`config.mk`:
```
export PLATFORM = sky130hd
export DESIGN_NAME = time_broadcast_frame_generator_core
export DESIGN_NICKNAME = d
export VERILOG_FILES = /design/src/tbfg_pkg.sv /design/src/time_broadcast_frame_generator_core.sv /design/src/tbfg_front.sv /design/src/tbfg_queue.sv /design/src/tbfg_back.sv
export SDC_FILE = /design/constraint.sdc
export NUM_CORES = 1
export LEC_CHECK = 0
export ABC_CLOCK_PERIOD_IN_PS = 11300
export BUFFER_PORTS_ARGS = -buffer_cell sky130_fd_sc_hd__buf_2
export CELL_PAD_IN_SITES_DETAIL_PLACEMENT = 0
export CELL_PAD_IN_SITES_GLOBAL_PLACEMENT = 2
export CORE_ASPECT_RATIO = 0.9
export CORE_MARGIN = 5
export CORE_UTILIZATION = 37
export DETAILED_ROUTE_END_ITERATION = 8
export GPL_TIMING_DRIVEN = 0
export PLACE_DENSITY_LB_ADDON = 0.2
export RECOVER_POWER = 50
export SYNTH_ARGS = -nofsm -noshare
export SYNTH_HDL_FRONTEND = slang
export SYNTH_SLANG_ARGS = --single-unit
export TNS_END_PERCENT = 20
```
`constraint.sdc`:
```
create_clock -name clock -period 11.3 [get_ports clock]
set_input_delay 1.13 -clock clock [delete_from_list [all_inputs] [get_ports clock]]
set_output_delay 1.13 -clock clock [all_outputs]
set_load 0.005 [all_outputs]
```
`src/tbfg_pkg.sv`:
```
package tbfg_pkg;

   // Frame geometry.
   localparam int FRAME_BYTES = 40;
   localparam int CRC_SPAN    = 36;
   localparam int IDX_W       = 6;
   localparam logic [IDX_W-1:0] LAST_INDEX  = IDX_W'(FRAME_BYTES - 1);
   localparam logic [IDX_W-1:0] CRC_INDEX   = IDX_W'(CRC_SPAN);
   localparam logic [IDX_W-1:0] HDR_TOP     = IDX_W'(CRC_SPAN - 1);

   // Fixed frame header values.
   localparam logic [31:0] MAGIC_WORD    = 32'h5A545331;
   localparam logic [7:0]  FRAME_VERSION = 8'h01;
   localparam logic [7:0]  FRAME_TYPE    = 8'h01;
   localparam logic [15:0] FRAME_LENGTH  = 16'(FRAME_BYTES);

   // CRC-32, reflected form.
   localparam logic [31:0] CRC_POLY = 32'hEDB88320;
   localparam logic [31:0] CRC_INIT = 32'hFFFFFFFF;

   // Configuration register indexes and widths.
   localparam int CSR_ADDR_W = 1;
   localparam int PERIOD_W   = 40;
   localparam logic [CSR_ADDR_W-1:0] REG_ENABLE = 1'b0;
   localparam logic [CSR_ADDR_W-1:0] REG_PERIOD = 1'b1;
   localparam logic [PERIOD_W-1:0]   PERIOD_RESET = 40'd1000000000;

   // Operation codes carried in the request tuser.
   localparam logic OP_TICK   = 1'b0;
   localparam logic OP_REPORT = 1'b1;

   // Port widths.
   localparam int REQ_DATA_W = 248;
   localparam int RSP_DATA_W = 48;

   typedef enum logic [1:0] {
      ST_DISABLED  = 2'd0,
      ST_WAIT_LINK = 2'd1,
      ST_READY     = 2'd2,
      ST_TX_ERROR  = 2'd3
   } status_type;

   // One input transaction, unpacked.
   typedef struct packed {
      logic        op;
      logic        link_up;
      logic        channel_open;
      logic [63:0] now_ns;
      logic [63:0] veh_clock_ns;
      logic [63:0] wall_clock_ns;
      logic [7:0]  wall_valid;
      logic [7:0]  clock_origin;
      logic [31:0] sync_word;
      logic        sent_ok;
   } item_type;

   // Work handed from the front to the back through the queue.
   typedef struct packed {
      logic        is_frame;
      status_type  status;
      logic [31:0] tx_count;
      logic [31:0] sequence_no;
      logic [63:0] veh_clock_ns;
      logic [63:0] wall_clock_ns;
      logic [7:0]  wall_valid;
      logic [7:0]  clock_origin;
      logic [31:0] sync_word;
   } job_type;

   // Fold one byte into the reflected CRC register.
   function automatic logic [31:0] crc_fold(input logic [31:0] crc, input logic [7:0] data);
      logic [31:0] acc;
      acc = crc ^ {24'b0, data};
      for (int k = 0; k < 8; k++) begin
         acc = acc[0] ? ((acc >> 1) ^ CRC_POLY) : (acc >> 1);
      end
      return acc;
   endfunction

endpackage

```
`src/time_broadcast_frame_generator_core.sv`:
```
// Path: an accepted request transaction is written into the job queue, and the back end
// then moves its results from the queue head into the output register.
// Throughput: one request per cycle while the job queue has room; the back end emits one
// result per cycle unless rsp_tready stalls it; status-only gives one result, a frame 40.
// Reset (synchronous, active high): enable on, period 1 s, deadline unarmed, counters
// zero, status wait_link, job queue and output register empty.
module time_broadcast_frame_generator_core import tbfg_pkg::*; #(
   parameter int QUEUE_DEPTH = 2
) (
   input  logic                  clock,
   input  logic                  reset,
   // Request channel.
   input  logic                  req_tvalid,
   output logic                  req_tready,
   // tdata from bit 0: link_up, channel_open, now_ns, veh_clock_ns, wall_clock_ns,
   // wall_valid, clock_origin, sync_word, sent_ok, zero fill.
   input  logic [REQ_DATA_W-1:0] req_tdata,
   // tuser: op.
   input  logic                  req_tuser,
   // Response channel.
   output logic                  rsp_tvalid,
   input  logic                  rsp_tready,
   // tdata from bit 0: frame_byte, byte_index, status, tx_count.
   output logic [RSP_DATA_W-1:0] rsp_tdata,
   // tuser: frame_valid.
   output logic                  rsp_tuser,
   output logic                  rsp_tlast,
   // Configuration write port.
   input  logic                  csr_we,
   input  logic [CSR_ADDR_W-1:0] csr_addr,
   input  logic [PERIOD_W-1:0]   csr_wdata
);

   item_type item;
   job_type  push_job;
   job_type  head_job;
   logic     push;
   logic     full;
   logic     pop;
   logic     head_valid;

   // Unpack the request transaction.
   assign item.link_up       = req_tdata[0];
   assign item.channel_open  = req_tdata[1];
   assign item.now_ns        = req_tdata[65:2];
   assign item.veh_clock_ns  = req_tdata[129:66];
   assign item.wall_clock_ns = req_tdata[193:130];
   assign item.wall_valid    = req_tdata[201:194];
   assign item.clock_origin  = req_tdata[209:202];
   assign item.sync_word     = req_tdata[241:210];
   assign item.sent_ok       = req_tdata[242];
   assign item.op            = req_tuser;

   tbfg_front u_front (
      .clock      (clock),
      .reset      (reset),
      .csr_we     (csr_we),
      .csr_addr   (csr_addr),
      .csr_wdata  (csr_wdata),
      .item_valid (req_tvalid),
      .item       (item),
      .queue_full (full),
      .item_ready (req_tready),
      .push       (push),
      .job        (push_job)
   );

   tbfg_queue #(
      .DEPTH (QUEUE_DEPTH)
   ) u_queue (
      .clock      (clock),
      .reset      (reset),
      .push       (push),
      .push_job   (push_job),
      .full       (full),
      .pop        (pop),
      .head_valid (head_valid),
      .head_job   (head_job)
   );

   tbfg_back u_back (
      .clock      (clock),
      .reset      (reset),
      .job_valid  (head_valid),
      .job        (head_job),
      .pop        (pop),
      .rsp_tvalid (rsp_tvalid),
      .rsp_tready (rsp_tready),
      .rsp_tdata  (rsp_tdata),
      .rsp_tuser  (rsp_tuser),
      .rsp_tlast  (rsp_tlast)
   );

endmodule

```
`src/tbfg_front.sv`:
```
module tbfg_front import tbfg_pkg::*; (
   input  logic                  clock,
   input  logic                  reset,
   input  logic                  csr_we,
   input  logic [CSR_ADDR_W-1:0] csr_addr,
   input  logic [PERIOD_W-1:0]   csr_wdata,
   input  logic                  item_valid,
   input  item_type              item,
   input  logic                  queue_full,
   output logic                  item_ready,
   output logic                  push,
   output job_type               job
);

   logic                enable_ff, enable_in;
   logic [PERIOD_W-1:0] period_ff, period_in;
   logic [63:0]         deadline_ff, deadline_in;
   logic [31:0]         sequence_ff, sequence_in;
   logic [31:0]         sent_ff, sent_in;
   status_type          status_ff, status_in;
   logic [63:0]         renew_sum;
   logic                is_frame;

   assign item_ready = !queue_full;
   assign push       = item_valid && !queue_full;
   assign renew_sum  = item.now_ns + {{(64 - PERIOD_W){1'b0}}, period_ff};

   // Register writes and transaction classification.
   always_comb begin
      enable_in   = enable_ff;
      period_in   = period_ff;
      deadline_in = deadline_ff;
      sequence_in = sequence_ff;
      sent_in     = sent_ff;
      status_in   = status_ff;
      is_frame    = 1'b0;
      if (csr_we) begin
         unique case (csr_addr)
            REG_ENABLE: begin
               if (!csr_wdata[0]) begin
                  status_in = ST_DISABLED;
               end else if (!enable_ff) begin
                  status_in   = ST_WAIT_LINK;
                  deadline_in = '0;
               end
               enable_in = csr_wdata[0];
            end
            REG_PERIOD: begin
               period_in = csr_wdata;
            end
            default: begin
               period_in = period_ff;
            end
         endcase
      end else if (push) begin
         priority if (!enable_ff) begin
            status_in = ST_DISABLED;
         end else if (item.op == OP_REPORT) begin
            if (item.sent_ok) begin
               sequence_in = sequence_ff + 32'd1;
               sent_in     = sent_ff + 32'd1;
               status_in   = ST_READY;
            end else begin
               status_in = ST_TX_ERROR;
            end
         end else if (!item.link_up) begin
            deadline_in = '0;
            status_in   = ST_WAIT_LINK;
         end else if (deadline_ff == '0) begin
            deadline_in = renew_sum;
         end else if (item.now_ns >= deadline_ff) begin
            deadline_in = renew_sum;
            is_frame    = item.channel_open;
         end else begin
            // A tick before the deadline leaves the state as it is.
            deadline_in = deadline_ff;
         end
      end
   end

   // Job holds the post-transaction state, but sequence_no from before.
   always_comb begin
      job.is_frame      = is_frame;
      job.status        = status_in;
      job.tx_count      = sent_in;
      job.sequence_no   = sequence_ff;
      job.veh_clock_ns  = item.veh_clock_ns;
      job.wall_clock_ns = item.wall_clock_ns;
      job.wall_valid    = item.wall_valid;
      job.clock_origin  = item.clock_origin;
      job.sync_word     = item.sync_word;
   end

   always_ff @(posedge clock) begin
      if (reset) begin
         enable_ff   <= 1'b1;
         period_ff   <= PERIOD_RESET;
         deadline_ff <= '0;
         sequence_ff <= '0;
         sent_ff     <= '0;
         status_ff   <= ST_WAIT_LINK;
      end else begin
         enable_ff   <= enable_in;
         period_ff   <= period_in;
         deadline_ff <= deadline_in;
         sequence_ff <= sequence_in;
         sent_ff     <= sent_in;
         status_ff   <= status_in;
      end
   end

endmodule

```
`src/tbfg_queue.sv`:
```
module tbfg_queue import tbfg_pkg::*; #(
   parameter int DEPTH = 2
) (
   input  logic    clock,
   input  logic    reset,
   input  logic    push,
   input  job_type push_job,
   output logic    full,
   input  logic    pop,
   output logic    head_valid,
   output job_type head_job
);

   localparam int PTR_W = (DEPTH > 1) ? $clog2(DEPTH) : 1;
   localparam int CNT_W = $clog2(DEPTH + 1);
   localparam logic [PTR_W-1:0] PTR_LAST = PTR_W'(DEPTH - 1);
   localparam logic [CNT_W-1:0] CNT_FULL = CNT_W'(DEPTH);

   job_type           slots [DEPTH];
   logic [PTR_W-1:0]  wr_ptr_ff, wr_ptr_in;
   logic [PTR_W-1:0]  rd_ptr_ff, rd_ptr_in;
   logic [CNT_W-1:0]  count_ff, count_in;
   logic              do_pop;

   assign full       = (count_ff == CNT_FULL);
   assign head_valid = (count_ff != '0);
   assign head_job   = slots[rd_ptr_ff];
   assign do_pop     = pop && head_valid;

   // Pointer and occupancy bookkeeping.
   always_comb begin
      wr_ptr_in = wr_ptr_ff;
      rd_ptr_in = rd_ptr_ff;
      count_in  = count_ff;
      if (push) begin
         wr_ptr_in = (wr_ptr_ff == PTR_LAST) ? '0 : wr_ptr_ff + 1'b1;
      end
      if (do_pop) begin
         rd_ptr_in = (rd_ptr_ff == PTR_LAST) ? '0 : rd_ptr_ff + 1'b1;
      end
      if (push && !do_pop) begin
         count_in = count_ff + 1'b1;
      end else if (do_pop && !push) begin
         count_in = count_ff - 1'b1;
      end
   end

   always_ff @(posedge clock) begin
      if (push) begin
         slots[wr_ptr_ff] <= push_job;
      end
   end

   always_ff @(posedge clock) begin
      if (reset) begin
         wr_ptr_ff <= '0;
         rd_ptr_ff <= '0;
         count_ff  <= '0;
      end else begin
         wr_ptr_ff <= wr_ptr_in;
         rd_ptr_ff <= rd_ptr_in;
         count_ff  <= count_in;
      end
   end

endmodule

```
`src/tbfg_back.sv`:
```
module tbfg_back import tbfg_pkg::*; (
   input  logic                  clock,
   input  logic                  reset,
   input  logic                  job_valid,
   input  job_type               job,
   output logic                  pop,
   output logic                  rsp_tvalid,
   input  logic                  rsp_tready,
   output logic [RSP_DATA_W-1:0] rsp_tdata,
   output logic                  rsp_tuser,
   output logic                  rsp_tlast
);

   logic [CRC_SPAN-1:0][7:0] hdr_bytes;
   logic [IDX_W-1:0]  idx_ff, idx_in;
   logic [31:0]       crc_ff, crc_in;
   logic [31:0]       crc_base;
   logic [31:0]       crc_out;
   logic [7:0]        cur_byte;
   logic              advance;
   logic              at_last;

   logic              valid_ff, valid_in;
   logic              fvalid_ff, fvalid_in;
   logic [7:0]        byte_ff, byte_in;
   logic [IDX_W-1:0]  oidx_ff, oidx_in;
   logic              last_ff, last_in;
   status_type        status_ff, status_in;
   logic [31:0]       count_ff, count_in;

   // Header bytes, byte 0 in the top element.
   assign hdr_bytes = {MAGIC_WORD, FRAME_VERSION, FRAME_TYPE, FRAME_LENGTH,
                       job.sequence_no, job.veh_clock_ns, job.wall_clock_ns,
                       job.wall_valid, job.clock_origin, 16'h0000, job.sync_word};

   assign advance  = job_valid && (!valid_ff || rsp_tready);
   assign at_last  = (idx_ff == LAST_INDEX);
   assign crc_base = (idx_ff == '0) ? CRC_INIT : crc_ff;
   assign crc_out  = ~crc_ff;

   // Pick the byte at the current position of the frame.
   always_comb begin
      if (idx_ff < CRC_INDEX) begin
         cur_byte = hdr_bytes[HDR_TOP - idx_ff];
      end else begin
         unique case (idx_ff[1:0])
            2'd0:    cur_byte = crc_out[31:24];
            2'd1:    cur_byte = crc_out[23:16];
            2'd2:    cur_byte = crc_out[15:8];
            default: cur_byte = crc_out[7:0];
         endcase
      end
   end

   // Result sequencing into the output register.
   always_comb begin
      pop       = 1'b0;
      idx_in    = idx_ff;
      crc_in    = crc_ff;
      valid_in  = valid_ff && !rsp_tready;
      fvalid_in = fvalid_ff;
      byte_in   = byte_ff;
      oidx_in   = oidx_ff;
      last_in   = last_ff;
      status_in = status_ff;
      count_in  = count_ff;
      if (advance) begin
         valid_in  = 1'b1;
         status_in = job.status;
         count_in  = job.tx_count;
         if (!job.is_frame) begin
            pop       = 1'b1;
            fvalid_in = 1'b0;
            byte_in   = '0;
            oidx_in   = '0;
            last_in   = 1'b1;
         end else begin
            pop       = at_last;
            fvalid_in = 1'b1;
            byte_in   = cur_byte;
            oidx_in   = idx_ff;
            last_in   = at_last;
            idx_in    = at_last ? '0 : idx_ff + 1'b1;
            if (idx_ff < CRC_INDEX) begin
               crc_in = crc_fold(crc_base, cur_byte);
            end
         end
      end
   end

   always_ff @(posedge clock) begin
      if (reset) begin
         idx_ff   <= '0;
         valid_ff <= 1'b0;
      end else begin
         idx_ff   <= idx_in;
         valid_ff <= valid_in;
      end
   end

   always_ff @(posedge clock) begin
      crc_ff    <= crc_in;
      fvalid_ff <= fvalid_in;
      byte_ff   <= byte_in;
      oidx_ff   <= oidx_in;
      last_ff   <= last_in;
      status_ff <= status_in;
      count_ff  <= count_in;
   end

   assign rsp_tvalid = valid_ff;
   assign rsp_tuser  = fvalid_ff;
   assign rsp_tlast  = last_ff;
   assign rsp_tdata  = {count_ff, status_ff, oidx_ff, byte_ff};

`ifndef SYNTHESIS
   // Mid-frame, the frame being sent must still sit at the queue head.
   assert property (@(posedge clock) disable iff (reset)
      (idx_ff != '0) |-> (job_valid && job.is_frame))
      else $error("frame position advanced without a frame job at the head");

   // A frame byte closes the transaction exactly at the final position.
   assert property (@(posedge clock) disable iff (reset)
      (valid_ff && fvalid_ff) |-> (last_ff == (oidx_ff == LAST_INDEX)))
      else $error("frame last flag does not match the final byte position");

   // A status-only result is a single, closing result at position zero.
   assert property (@(posedge clock) disable iff (reset)
      (valid_ff && !fvalid_ff) |-> (last_ff && oidx_ff == '0 && byte_ff == '0))
      else $error("status-only result malformed");

   // The head job is released only together with a closing result.
   assert property (@(posedge clock) disable iff (reset)
      pop |=> (valid_ff && last_ff))
      else $error("job released without a closing result");
`endif

endmodule
```
# After elaboration in Yosys (flattened, before gate mapping)
# Memories as Yosys holds them, arrays and structs flattened. A register that Yosys moved wholly into a read port is not among the register bits.
# Index checks and enable logic that the tools add are counted.
[word_totals]
ff_bits = 264
ramBits = 486
mem_count = 1
[op_classes]
add_sub_neg = 9
n_lt_le_gt_ge = 3
eq_ne = 9
muxes = 57
n_bitwise = 12
reduce_logical = 25
[mem_list]
columns = ["name", "depth", "width", "read_ports", "rd_clocked_by_memory_dff", "write_ports", "line_no", "source"]
rows = [
  ["u_queue.slots", 2, 243, 1, 1, 1, "tbfg_queue.sv:19", "job_type slots [DEPTH];"],
]
[op_table]
columns = ["op", "count"]
rows = [
  ["2-to-1 mux 64 bit", 10],
  ["2-to-1 mux 32 bit", 13],
  ["NOT 13 -> 14 bit", 8],
  ["adder 32 x 1 -> 32 bit, second input constant", 2],
  ["adder 64 x 40 -> 64 bit", 1],
  ["greater-or-equal comparator 64 bit", 1],
  ["logical NOT 64 bit", 1],
  ["binary-select mux 8 bit (select 6 bit)", 1],
  ["NOT 32 bit", 1],
  ["XOR 32 x 8 -> 32 bit", 1],
  ["2-to-1 mux 31 bit", 1],
  ["case mux 8 bit (3 select lines)", 1],
  ["2-to-1 mux 2 bit", 10],
  ["2-to-1 mux 1 bit", 18],
  ["2-to-1 mux 8 bit", 2],
  ["nonzero test 2 bit", 4],
  ["< comparator 6 x 7 -> 1 bit, second input constant", 1],
  ["AND reduction 7 bit", 1],
  ["adder 6 x 1 -> 6 bit, second input constant", 1],
  ["== test 6 bit, second input constant", 1],
  ["logical AND 1 bit", 6],
  ["logical NOT 6 bit", 1],
  ["< comparator 6 bit, second input constant", 1],
  ["2-to-1 mux 6 bit", 1],
  ["16 further kinds", 27],
]

# Depth between registers and ports, before layout
[logic_depth]
word_depth = 21
mapped_depth = 17
depth_no_buf = 13

# By module
# Synthesis repeated with hierarchy kept, for this count alone.
[hier_totals]
hier_cells = 2907
area_unflattened_um2 = 36983.0
[by_module_without_submodules]
columns = ["module", "n_inst", "cells_each", "area_each_um2", "seq_area_each_um2"]
rows = [
  ["tbfg_queue", 1, 778, 17799.6, 14694.1],
  ["tbfg_front", 1, 1573, 12658.4, 3423.3],
  ["tbfg_back", 1, 556, 6525.0, 2602.5],
]

# Worst setup path after synthesis
# Ideal clock, no wire load.
[synth_timing]
path_kind = "input port to flip-flop"
startpoint = "input port req_tvalid"
endpoint = "memory u_queue.slots[0][0] in the netlist's numbering (enable)"
setup_ns = 0.851
t_arrival_ns = 11.287
t_required_ns = 10.449
path_slack_ns = -0.838
stages = 2
n_path_buf = 0
path_cell_list = "nand2_1 > nor2_1"
[synth_via]
elab_chain_cells = 3
[synth_lines]
columns = ["item", "line_no", "source"]
rows = [
  ["start, declared", "time_broadcast_frame_generator_core.sv:13", "input logic req_tvalid,"],
  ["logical AND 1 bit", "tbfg_front.sv:25", "assign push = item_valid && !queue_full;"],
  ["2-to-1 mux 1 bit", "tbfg_queue.sv:49", "if (push) begin"],
  ["2-to-1 mux 1 bit (implied by the code)", "tbfg_queue.sv:50", "slots[wr_ptr_ff] <= push_job;"],
  ["end, declared", "tbfg_queue.sv:19", ""],
]
# No other way between the ends.

# Worst setup path in the final report
[layout_timing]
startpoint = "register u_queue.count_ff[0]"
endpoint = "memory u_queue.slots[1][53] in the netlist's numbering (enable)"
[layout_via]
elab_chain_cells = 5
[layout_lines]
columns = ["item", "line_no", "source"]
rows = [
  ["start, declared", "tbfg_queue.sv:22", "logic [CNT_W-1:0] count_ff, count_in;"],
  ["start signal, assigned", "tbfg_queue.sv:62", "count_ff <= count_in;"],
  ["== test 2 bit", "tbfg_queue.sv:25", "assign full = (count_ff == CNT_FULL);"],
  ["logical NOT 1 bit", "tbfg_front.sv:25", ""],
  ["logical AND 1 bit", "tbfg_front.sv:25", ""],
  ["2-to-1 mux 1 bit", "tbfg_queue.sv:49", ""],
  ["2-to-1 mux 1 bit (implied by the code)", "tbfg_queue.sv:50", ""],
]
# No other way between the ends.

==> results.json <==
{
  "clkTransAtPathRegs_ps": 60,
  "die-width_um": 330,
  "wl_met3_mm": 5.38,
  "antenna_found_initial": 15,
  "drive_above_1_share_pct": 17.1,
  "finalMaxSlewViolations": 245,
  "rsz0062_at_grt": "no",
  "numPortBuffers": 341,
  "synth_area_per_cell_um2": 13.3,
  "critPathMaxFanout": 61,
  "path_class": "reg2reg",
  "synthDistinctLibCells": 88,
  "synthTopCellsByCount": "568 x edfxtp_1, 226 x nand2_1, 222 x nor2_1",
  "vias": 22484,
  "dieArea_mm2": 0.0982,
  "dp.cells": 4151,
  "routed_wl_mm": 99.1,
  "synth_area_leaders": "edfxtp_1 50%, dfxtp_1 11%, mux4_2 5.0%",
  "cts.sink_count": 751,
  "critPathRequiredTime_ps": 11610,
  "initial_core_util_pct": 37.3,
  "worst_setup_path_start_kind": "register",
  "cts_htree_levels": 3,
  "syn_area_mm2": 0.0341,
  "yosysTopAreaCellShare_pct": 50.1,
  "grt_max_degree": 68,
  "top_layer": "met5",
  "dr.pass1.iters": 5,
  "slew_headroom_pct": -156,
  "setup_tns_ps": 0,
  "tritoncts": "built",
  "fin_util_pct": 44.3,
  "synthMostInstantiatedCell": "edfxtp_1",
  "synth_nets": 2980,
  "yosys.area.top_type": "edfxtp_1",
  "crit_path_end_kind": "register",
  "vias_per_cell": 5.21,
  "min_period_over_period_pct": 64.2,
  "finalHoldViolCount": 0,
  "grt_pass1_vias": 22971,
  "synth-seq-area-share_pct": 60.8,
  "finalNonFillerCells": 4318,
  "wl_met1_mm": 45.4,
  "min_period_ps": 7250,
  "place.detailed.hpwl_mm": 73.7,
  "ys_ff_latch": 751,
  "power_density_mw_per_mm2": 221,
  "dp_slack_ps": 4980,
  "grt_use_total_pct": 19.8,
  "status": "complete, but fails checks",
  "tightest_slew_ps": 3850,
  "numCtsBuffers": 84,
  "violations": "capacitance limit, slew limit",
  "synthCells": 2567,
  "nFillCells": 8457,
  "r2r_slack_ps": 4050,
  "post_cts_buffers": 0,
  "drv_cap": 5,
  "drt_iter0_markers": 1886,
  "synthFlopType": "edfxtp_1",
  "clk_path_buf_depth": 3,
  "grt_pass1_wl_mm": 147,
  "place.gp.congestion": 0.852,
  "wire_per_inst_um": 22.9,
  "die_h_um": 298,
  "gr-total-overflow": 0,
  "core_area_mm2": 0.0913,
  "ant_nets": 0,
  "hp-class": "reg2reg",
  "cts_hold_buf": 0,
  "finClkSkew_ps": 29.4,
  "ys_warn_count": 0,
  "arrival_ps": 7560,
  "rows": 105,
  "leakagePower_nw": 14.5,
  "layout_setup_ws_ps": 4050,
  "irDropWorstVdd_v": 0.000132,
  "nets": 3420,
  "clock-root-buffer": "clkbuf_16",
  "async_flop_share_pct": 0,
  "io-pin-count": 347,
  "dr_wl_met2_mm": 46.1,
  "area_growth_pct": 18.7,
  "total_power_mw": 8.93,
  "cts.repair.resized": 0,
  "drcViolationCount": 0,
  "setup_viol": 0,
  "clk_latency_ps": 650,
  "timing.fmax_ghz": 0.138,
  "synth-edff-count": 568
}
[final timing paths]
path / from / end / cells after the start
worst max-delay path: u_queue.count_ff[0] / u_queue.slots[1][53] / 5
worst min-delay path: u_front.period_ff[34] / u_front.period_ff[34] / 2
worst max register to register: u_queue.count_ff[0] / u_queue.slots[1][53] / 5
worst min register to register: u_front.period_ff[34] / u_front.period_ff[34] / 2
[metrics by stage]
| step | cell area (µm²) | hold WS, ps |
|---|---|---|
| 2_1_floorplan | 34100 | 440 |
| 3_3_place_gp | 37300 | 451 |
| 3_5_place_dp | 37600 | 454 |
| 4_1_cts | 40700 | 461 |
| 5_1_grt | 40400 | 475 |
| 6_report | 40400 | 460 |
[layout make-up]
type	instances	area (µm²)	area share [%]
flip-flops and latches	751	20700	51.3
inverters	91	342	0.845
repair buffers	354	1740	4.29
diodes	9	22.5	0.0557
plain buffers	110	611	1.51
multi-input cells	1615	12400	30.7
clock buffers	102	2260	5.60
clock inverters	56	787	1.95
well taps	1230	1540	3.81
[cells in the final DEF, fill, tap and decap left out, types with 19 or more instances in the layout]
cell type,synthesis,final
mux2_2,36,36
nand3b_1,19,19
a31oi_1,40,40
nor2_1,222,221
a21oi_1,117,117
nor2b_1,46,46
nand2_1,226,226
buf_2,16,218
xnor2_1,83,83
xor2_1,85,85
a21o_1,54,54
clkbuf_1,64,217
o22ai_1,20,20
clkbuf_16,0,86
nor4_1,20,20
edfxtp_1,568,568
and3_1,22,22
mux2i_1,39,39
nand3_1,49,49
nor3_1,21,21
mux4_2,76,76
nand4_1,30,30
inv_1,89,89
dfxtp_1,183,183
o21ai_0,67,67
ha_1,117,117
[flip-flops by register name (all words and copies together), names as in the netlist, 8 cells and up, named ones only]
name,cells
u_queue.slots,486
u_front.deadline_ff,64
u_front.period_ff,40
u_back.count_ff,32
u_back.crc_ff,32
u_front.sent_ff,32
u_front.sequence_ff,32
u_back.byte_ff,8
[logic make-up (layout without fill, tap and decap cells)]
family	Yosys count	after routing	share of synthesized area [%]
other	0	9	0
XOR/XNOR	186	186	5.35
multiplexers	166	166	8.52
buffers and inverters	201	713	2.80
AND/OR/NAND/NOR	718	718	9.83
flip-flops	751	751	60.8
adder cells (fa/ha/maj)	118	118	4.36
AO/OA/AOI/OAI	427	427	8.30
[where the power goes]
| part | total [mW] | leakage [nW] | switching [mW] | internal, mW |
|---|---|---|---|---|
| Sequential | 3.69 | 6.84 | 0.131 | 3.56 |
| Combinational | 2.27 | 6.22 | 1.30 | 0.966 |
| Clock | 2.96 | 1.48 | 1.17 | 1.79 |
[worst max-delay path: stages (launching register included)]
cell	delay, ps
dfxtp_1	440
nand2b_1	230
and3_1	880
clkbuf_1	2220
clkbuf_1	2740
buf_16	290
[layer usage]
layer,vias up,GRT usage (%)
met3,137,3.64
met5,-,0
met4,8,5.00
li1,10514,-
met2,562,31.3
met1,11263,28.4
No activity file was read; power rests on OpenSTA's default activity.
